### config.mk
export PLATFORM = sky130hd
export DESIGN_NAME = window_block_stream_parser
export DESIGN_NICKNAME = d
export VERILOG_FILES = /design/src/rtl/wbsp_pkg.sv /design/src/rtl/window_block_stream_parser.sv
export SDC_FILE = /design/constraint.sdc
export NUM_CORES = 1
export LEC_CHECK = 0
export BUFFER_PORTS_ARGS = -buffer_cell sky130_fd_sc_hd__buf_4
export CAP_MARGIN = 15
export CORE_ASPECT_RATIO = 1.25
export CORE_MARGIN = 8
export CORE_UTILIZATION = 41
export DETAILED_ROUTE_END_ITERATION = 6
export GPL_TIMING_DRIVEN = 0
export SLEW_MARGIN = 0
export SYNTH_ARGS = -nofsm -noshare
export SYNTH_HDL_FRONTEND = slang
export SYNTH_SLANG_ARGS = --single-unit
### constraint.sdc
create_clock -name clk -period 10.3 [get_ports clk]
set_clock_uncertainty 0.1 [all_clocks]
set_input_delay 0 -clock clk [delete_from_list [all_inputs] [get_ports clk]]
set_output_delay 0 -clock clk [all_outputs]
set_load 0.05 [all_outputs]
### src/rtl/wbsp_pkg.sv
// ----------------------------------------------------------------------------
// wbsp_pkg
// Shared types and constants for the window block stream parser.
// ----------------------------------------------------------------------------
`default_nettype none

package wbsp_pkg;

	// parse phase, equal to the field kind of the field in progress
	typedef enum logic [2:0] {
		PH_LENGTH    = 3'd0,
		PH_MODEL     = 3'd1,
		PH_ENCODING  = 3'd2,
		PH_PRECISION = 3'd3,
		PH_PARAM     = 3'd4,
		PH_RESCOUNT  = 3'd5,
		PH_RESIDUAL  = 3'd6
	} phase_t;

	typedef enum logic {
		ERR_BAD_MODEL = 1'b0,
		ERR_TRUNCATED = 1'b1
	} err_code_t;

	localparam logic [7:0] NUM_MODELS    = 8'd6;
	localparam logic [2:0] LAST_BYTE_W32 = 3'd3;
	localparam logic [2:0] LAST_BYTE_W64 = 3'd7;

	typedef struct packed {
		logic [2:0]  field_kind;
		logic [63:0] field_value;
		logic [1:0]  param_index;
		logic        block_done;
		logic [32:0] block_length;
		logic        error_flag;
		logic        error_code;
	} result_t;

	// number of 64-bit parameters that follow the header for a known model
	function automatic logic [2:0] param_count(input logic [2:0] model);
		logic [2:0] cnt;
		case (model)
			3'd0: cnt = 3'd2;
			3'd1: cnt = 3'd3;
			3'd2: cnt = 3'd1;
			3'd3: cnt = 3'd1;
			3'd4: cnt = 3'd4;
			3'd5: cnt = 3'd2;
			default: cnt = 3'd0;
		endcase
		return cnt;
	endfunction

endpackage

`default_nettype wire

### src/rtl/window_block_stream_parser.sv
// ----------------------------------------------------------------------------
// window_block_stream_parser
// Byte-serial parser for a stream of window blocks, one field per result.
// ----------------------------------------------------------------------------
// Usage:
//   item channel (item_valid/item_ready) takes one stream byte per
//   transaction, with end_of_data marking the last byte of a buffer.
//   result channel (result_valid/result_ready) gives at most one result per
//   byte: each completed field, each residual byte, a block_done result with
//   the block length, or an error result.
//   Each byte is parsed in the cycle it is accepted; its result is registered
//   in the output or skid register. One byte per cycle is sustained while
//   result_ready stays high; the figure is set by the single state update per
//   byte plus the two-entry result buffer (output register and skid register).
//   While the receiver stalls, bytes are still accepted until the skid
//   register also holds a result; then item_ready drops.
//   Reset clears the parse state to the start of a block and empties the
//   result buffer.
// ----------------------------------------------------------------------------
`default_nettype none

module window_block_stream_parser import wbsp_pkg::*; (
	input  wire logic        clk,
	input  wire logic        arst_n,
	input  wire logic        item_valid,
	output logic             item_ready,
	input  wire logic [7:0]  data_byte,
	input  wire logic        end_of_data,
	output logic             result_valid,
	input  wire logic        result_ready,
	output logic [2:0]       field_kind,
	output logic [63:0]      field_value,
	output logic [1:0]       param_index,
	output logic             block_done,
	output logic [32:0]      block_length,
	output logic             error_flag,
	output logic             error_code
);

	phase_t      phase_q, phase_nxt;
	logic [2:0]  bif_q, bif_nxt;
	logic [63:0] acc_q, acc_nxt, acc_sum;
	logic [2:0]  params_left_q, params_left_nxt;
	logic [1:0]  param_cnt_q, param_cnt_nxt;
	logic [31:0] res_left_q, res_left_nxt, res_dec;
	logic [32:0] bytes_q, bytes_nxt, bytes_inc;
	logic        dropping_q, dropping_nxt;
	logic [2:0]  params_dec;

	logic        complete, done, bad_model, has_res;
	logic [63:0] value;
	result_t     res;

	logic        out_v_q, skid_v_q;
	result_t     out_q, skid_q;
	logic        item_fire, push, pop;

	assign item_ready = !skid_v_q;
	assign item_fire  = item_valid && item_ready;
	assign push       = item_fire && has_res;
	assign pop        = out_v_q && result_ready;

	assign acc_sum    = acc_q | ({56'd0, data_byte} << {bif_q, 3'b000});
	assign bytes_inc  = bytes_q + 33'd1;
	assign params_dec = params_left_q - 3'd1;
	assign res_dec    = res_left_q - 32'd1;

	always_comb begin
		phase_nxt       = phase_q;
		bif_nxt         = bif_q;
		acc_nxt         = acc_q;
		params_left_nxt = params_left_q;
		param_cnt_nxt   = param_cnt_q;
		res_left_nxt    = res_left_q;
		bytes_nxt       = bytes_q;
		dropping_nxt    = dropping_q;
		complete        = 1'b0;
		done            = 1'b0;
		bad_model       = 1'b0;
		has_res         = 1'b0;
		value           = '0;
		res             = '0;

		if (dropping_q) begin
			if (end_of_data) begin
				phase_nxt       = PH_LENGTH;
				bif_nxt         = '0;
				acc_nxt         = '0;
				params_left_nxt = '0;
				param_cnt_nxt   = '0;
				res_left_nxt    = '0;
				bytes_nxt       = '0;
				dropping_nxt    = 1'b0;
			end
		end else begin
			bytes_nxt = bytes_inc;
			case (phase_q)
				PH_LENGTH, PH_RESCOUNT: begin
					acc_nxt  = acc_sum;
					bif_nxt  = bif_q + 3'd1;
					complete = (bif_q == LAST_BYTE_W32);
				end
				PH_PARAM: begin
					acc_nxt  = acc_sum;
					bif_nxt  = bif_q + 3'd1;
					complete = (bif_q == LAST_BYTE_W64);
				end
				default: begin
					acc_nxt  = {56'd0, data_byte};
					complete = 1'b1;
				end
			endcase

			if (complete) begin
				value   = acc_nxt;
				acc_nxt = '0;
				bif_nxt = '0;
				case (phase_q)
					PH_LENGTH: phase_nxt = PH_MODEL;
					PH_MODEL: begin
						if (data_byte >= NUM_MODELS) begin
							bad_model = 1'b1;
						end else begin
							params_left_nxt = param_count(data_byte[2:0]);
							param_cnt_nxt   = '0;
							phase_nxt       = PH_ENCODING;
						end
					end
					PH_ENCODING:  phase_nxt = PH_PRECISION;
					PH_PRECISION: phase_nxt = PH_PARAM;
					PH_PARAM: begin
						param_cnt_nxt   = param_cnt_q + 2'd1;
						params_left_nxt = params_dec;
						if (params_dec == 3'd0) begin
							phase_nxt = PH_RESCOUNT;
						end
					end
					PH_RESCOUNT: begin
						res_left_nxt = value[31:0];
						if (value[31:0] == 32'd0) begin
							done = 1'b1;
						end else begin
							phase_nxt = PH_RESIDUAL;
						end
					end
					default: begin
						res_left_nxt = res_dec;
						done         = (res_dec == 32'd0);
					end
				endcase
			end

			res.field_kind = phase_q;
			if (bad_model) begin
				has_res        = 1'b1;
				res.field_kind = PH_MODEL;
				res.field_value = value;
				res.error_flag = 1'b1;
				res.error_code = ERR_BAD_MODEL;
			end else if (done) begin
				has_res          = 1'b1;
				res.field_value  = value;
				res.block_done   = 1'b1;
				res.block_length = bytes_inc;
			end else if (end_of_data) begin
				has_res        = 1'b1;
				res.error_flag = 1'b1;
				res.error_code = ERR_TRUNCATED;
			end else if (complete) begin
				has_res         = 1'b1;
				res.field_value = value;
				if (phase_q == PH_PARAM) begin
					res.param_index = param_cnt_q;
				end
			end

			// back to the start of a block after a finished block, an error or end of data
			if (bad_model || done || end_of_data) begin
				phase_nxt       = PH_LENGTH;
				bif_nxt         = '0;
				acc_nxt         = '0;
				params_left_nxt = '0;
				param_cnt_nxt   = '0;
				res_left_nxt    = '0;
				bytes_nxt       = '0;
				dropping_nxt    = bad_model && !end_of_data;
			end
		end
	end

	always_ff @(posedge clk or negedge arst_n) begin
		if (!arst_n) begin
			phase_q       <= PH_LENGTH;
			bif_q         <= '0;
			acc_q         <= '0;
			params_left_q <= '0;
			param_cnt_q   <= '0;
			res_left_q    <= '0;
			bytes_q       <= '0;
			dropping_q    <= 1'b0;
		end else if (item_fire) begin
			phase_q       <= phase_nxt;
			bif_q         <= bif_nxt;
			acc_q         <= acc_nxt;
			params_left_q <= params_left_nxt;
			param_cnt_q   <= param_cnt_nxt;
			res_left_q    <= res_left_nxt;
			bytes_q       <= bytes_nxt;
			dropping_q    <= dropping_nxt;
		end
	end

	// two-entry result buffer: output register and skid register
	always_ff @(posedge clk or negedge arst_n) begin
		if (!arst_n) begin
			out_v_q  <= 1'b0;
			skid_v_q <= 1'b0;
		end else begin
			if (!out_v_q) begin
				out_v_q <= push;
			end else if (pop) begin
				if (skid_v_q) begin
					skid_v_q <= 1'b0;
				end else begin
					out_v_q <= push;
				end
			end else if (push) begin
				skid_v_q <= 1'b1;
			end
		end
	end

	always_ff @(posedge clk) begin
		if (!out_v_q || (pop && !skid_v_q)) begin
			out_q <= res;
		end else if (pop) begin
			out_q <= skid_q;
		end
		if (out_v_q && !pop && push) begin
			skid_q <= res;
		end
	end

	assign result_valid = out_v_q;
	assign field_kind   = out_q.field_kind;
	assign field_value  = out_q.field_value;
	assign param_index  = out_q.param_index;
	assign block_done   = out_q.block_done;
	assign block_length = out_q.block_length;
	assign error_flag   = out_q.error_flag;
	assign error_code   = out_q.error_code;

endmodule

`default_nettype wire
==> summary.md <==
| Metric | Value |
|---|---|
| RR Endpoint | `block_length[31]$_DFFE_PP_` |
| Seq/Total Area, Yosys | `just under 60%` |
| Top_reg_cell synth | `edfxtp_1` |
| Critical Path Source | `res_left_q[7]$_DFFE_PN0P_` |
| Drt pass-1 iters | `7` |
| Total grt overflow | `0` |
| GRT Overall Usage | `about a fifth` |
| Layout cells sized above 1 | `about an eighth` |
| N_diodes | `0` |
| Synth Area in XOR/XNOR | `roughly 1.7%` |
| Max_cap viols | `0` |
| DP HPWL | `~36000 um` |
| Layout Cell Area excl Fill | `roughly 0.02 mm2` |
| Yosys reg bits | `~350` |
| Total die area | `around 0.047 mm2` |
| Final nets | `between 1500 and 2000` |
| Adder-Cell Fraction of Synth Area | `less than 1%` |
| Number of enable flip-flop cells after synthesis | `210` |
| Die Ht | `about 240 um` |
| Initial Utilization | `between 40% and 50%` |
| Final hold violation count | `0` |
| DR DRC count | `0` |
| Initial antenna violation count | `1` |
| Placeable core region | `0.0401 mm2` |
| Area of all sequential standard cells | `slightly below 0.01 mm2` |
| Clk pwr share | `roughly a quarter` |
| Fraction of registers with async set/reset | `40.5%` |
| Cell count after synthesis | `~1600` |
| Clock sinks | `about 350` |
| Cell Rows | `~80` |
| Hold path depth | `4` |
| Clk root buf | `clkbuf_16` |
| CP endpoint kind | `register` |
| Vias per cell | `approximately 5.6` |
| Post-Syn Area | `between 0.015 and 0.02 mm2` |
| Wirelength, routed | `around 50000 um` |
| Period minus WS final | `approximately 5.0 ns` |
| Status | `finished, final reports clean` |
| CP max FO | `10` |
| CP Class | `register to register` |
| Avg Inst Size Synth | `10.2 um2` |
| Critical Path Most Common Cell | `clkbuf_1` |
| Largest family of logic cells by synthesized area | `simple AND/OR/NAND/NOR gates` |
| Worst Tran Pin Value | `roughly 1.2 ns` |
| Power Internal | `between 3 and 4 mW` |
| Area after detailed placement | `~0.018 mm2` |
| Family with the most delay on the worst path | `simple AND/OR/NAND/NOR gates` |
| Simple-gate share of the synthesized area | `19.4%` |
| PD cells | `297 mW/mm2` |
| Worst Hold Class | `primary input to register` |
| Postcts setup bufs | `0` |
| End point of the critical path | `block_length[31]$_DFFE_PP_` |
| Chip Width | `~200 um` |
| Vias in the first global route | `13300` |
| Mux cell area share after synthesis | `less than 1%` |
| Clock Path Buffers | `3` |
| Clk slew on worst S/H paths | `~0.060 ns` |
| Reg2reg start | `res_left_q[7]$_DFFE_PN0P_` |
| Port bufs | `117` |
| Share of the synthesized area in the top cell type | `37.8%` |
| Dominant cell type by area after synthesis | `edfxtp_1` |
| Multi-input logic area | `0.00625 mm2` |
| Inserted Clock Buffers | `38` |
| Num ports | `120` |
| Worst Path Required | `10.56 ns` |
| Slowest stage delay, CP | `roughly 0.71 ns` |
| Sw Pwr | `2.50 mW` |
| Top cells by area, synth | `edfxtp_1, dfrtp_1, nand2_1` |
| Setup-failing EPs final | `0` |
| Reg2reg path depth | `11` |
| Critical-path top delay cell | `o31ai_1` |
| GP Congestion | `between 0.8 and 0.9` |
| Fmax | `between 200 and 250 MHz` |
| Via count | `13400` |
| H-tree Lvls | `2` |
| Switching Fraction | `between 40 and 50%` |
| Sequence of cells on the critical path | `clkbuf_1, nor3_2, nand4_2, nor4_1, xor2_1, o31ai_1, a41oi_2, or4_1, clkbuf_1, buf_2, o21ai_1` |
| Final ANT Viol Nets | `0` |
| Post-synth top cells | `nand2_1, edfxtp_1, nor2_1, dfrtp_1, o21ai_0` |
| Count leader, synth | `nand2_1` |
| Critical Path Stages | `11` |
| RSZ-0062 raised after global routing | `no` |
| Area grow syn2layout | `19.1%` |
| Relative slew margins | `21.3%` |
| Leakage | `7.58 nW` |
| Seq pwr share | `a little over a third` |
| Largest net degree at the start of global routing | `77` |
| Critical Path Source Type | `register` |
| CP Data Arrival Time | `5.26 ns` |
| R2r setup slk | `between 5 and 6 ns` |
| CP bufs+invs | `3` |
| Initial DRC Count | `1108` |
| CTS tree | `done` |
| Synth Area in Compound Gates | `about 15%` |
| Avg WL per Cell | `between 20 and 25 um` |
| Yosys warns | `0` |
| Syn_nets | `between 1500 and 2000` |
| Final period utilization | `between 40% and 50%` |
| Combinational power share | `approximately two fifths` |
| Hold buffer count at CTS | `12` |
| Yosys cell types | `73` |
| Global-route wire length before repair | `a little under 80000 um` |
| Max-slew violations | `0` |
| Worst-Skew Late Latency | `between 0.5 and 0.6 ns` |
| Fillers | `3711` |
| Total power | `around 5.9 mW` |
| Peak supply drop | `between 0.2 and 0.3 mV` |
| CTS-repair resized insts | `0` |
sequential cells by signal, summed over array words and instances (netlist names), 2 cells and up:
name           flops
skid_q           105
acc_q             64
field_value       64
block_length      33
bytes_q           33
res_left_q        32
bif_q              3
field_kind         3
params_left_q      3
phase_q            3
param_cnt_q        2
param_index        2
area by class of cell:
type                       instances  area share [%]
buffer                           117            2.39
clock buffer                      55            5.42
clock inverter                    15            1.15
inverter                          25           0.472
multi-input combinational       1135            31.5
sequential                       353            49.8
tap                              546            3.44
timing repair buffer             136            5.91
cell families after synthesis:
logic type / Yosys count
DFF: 353
adders and majority gates: 6
muxes: 16
AOI/OAI and AO/OA: 410
and+or+nand+nor: 671
buffers and inverters: 142
xor gates and xnor gates: 32
placed cells by master (no fill, tap or decap), types with 6 or more instances in the layout:
master / Yosys / layout
a22o_1: 14 / 14
xor2_1: 20 / 20
o211ai_1: 9 / 9
nand3_1: 67 / 67
ha_1: 6 / 6
inv_1: 25 / 25
nand2b_1: 6 / 6
buf_2: 16 / 17
a21oi_1: 117 / 117
a22oi_1: 8 / 8
buf_1: 11 / 11
and4_1: 8 / 8
dlygate4sd3_1: 0 / 11
nor3_1: 37 / 37
clkbuf_16: 0 / 39
or3_1: 18 / 18
nor2b_1: 12 / 12
nand2_1: 212 / 211
nor4_1: 18 / 18
edfxtp_1: 210 / 210
o21ai_1: 41 / 41
clkbuf_1: 88 / 100
and3_1: 8 / 8
a221o_1: 19 / 19
dfrtp_1: 143 / 143
buf_4: 0 / 116
a31oi_1: 14 / 14
nand3b_1: 6 / 6
o21ai_0: 123 / 123
xnor2_1: 11 / 11
nand4_1: 27 / 27
nor2_1: 202 / 201
and2_1: 9 / 9
mux2i_1: 11 / 11
o31ai_1: 16 / 16
worst reg2reg max path, delay by kind of cell, from the launching register on:
family          cells  cell delay, ns
flops               1            0.36
buf+inv             3            0.71
compound gates      3            1.42
simple gates        4            2.10
xor+xnor            1            0.13
power groups by stage:
| stage | clock network, mW | registers, mW | logic [mW] |
|---|---|---|---|
| after CTS | 1.47 | 2.08 | 2.38 |
| final | 1.44 | 2.08 | 2.38 |
| after global placement | 0 | 2.13 | 2.32 |
| after floorplan | 0 | 2.65 | 1.02 |
| after global routing | 1.52 | 2.12 | 2.55 |
| after detailed placement | 0 | 2.11 | 2.37 |
through the flow:
step           utilization, %  TNS, ns  setup WS (ns)  instances  hold slack, ns
2_1_floorplan               -        0           1.77       1630          -0.396
3_3_place_gp             45.5  -192.90          -1.86       2293           0.107
3_5_place_dp             45.9        0           5.43       2300         -0.0188
4_1_cts                  49.5        0           5.42       2382         0.00452
5_1_grt                  49.5        0           5.04       2382          0.0246
6_report                 49.5        0           5.31       2382          0.0222
per-layer routing:
metal / share of wire, % / up-vias / global-route usage (%)
met3: 4.7 / 107 / 2.72
li1: - / 6310 / -
met1: 42 / 6589 / 26.4
met2: 49 / 420 / 35.1
met4: 3.9 / 0 / 8.39
met5: 0 / - / 0
worst min-delay path by stage:
stage,slack [ns],startpoint,endpoint
after CTS,0.005,item_valid,result_valid$_DFF_PN0_
after detailed placement,-0.02,arst_n,acc_q[15]$_DFFE_PN0P_
after global routing,0.02,item_valid,result_valid$_DFF_PN0_
final,0.02,item_valid,result_valid$_DFF_PN0_
after global placement,0.11,result_ready,skid_v_q$_DFFE_PN0P_
after floorplan,-0.40,arst_n,acc_q[0]$_DFFE_PN0P_
No activity file was read; power rests on OpenSTA's default activity.
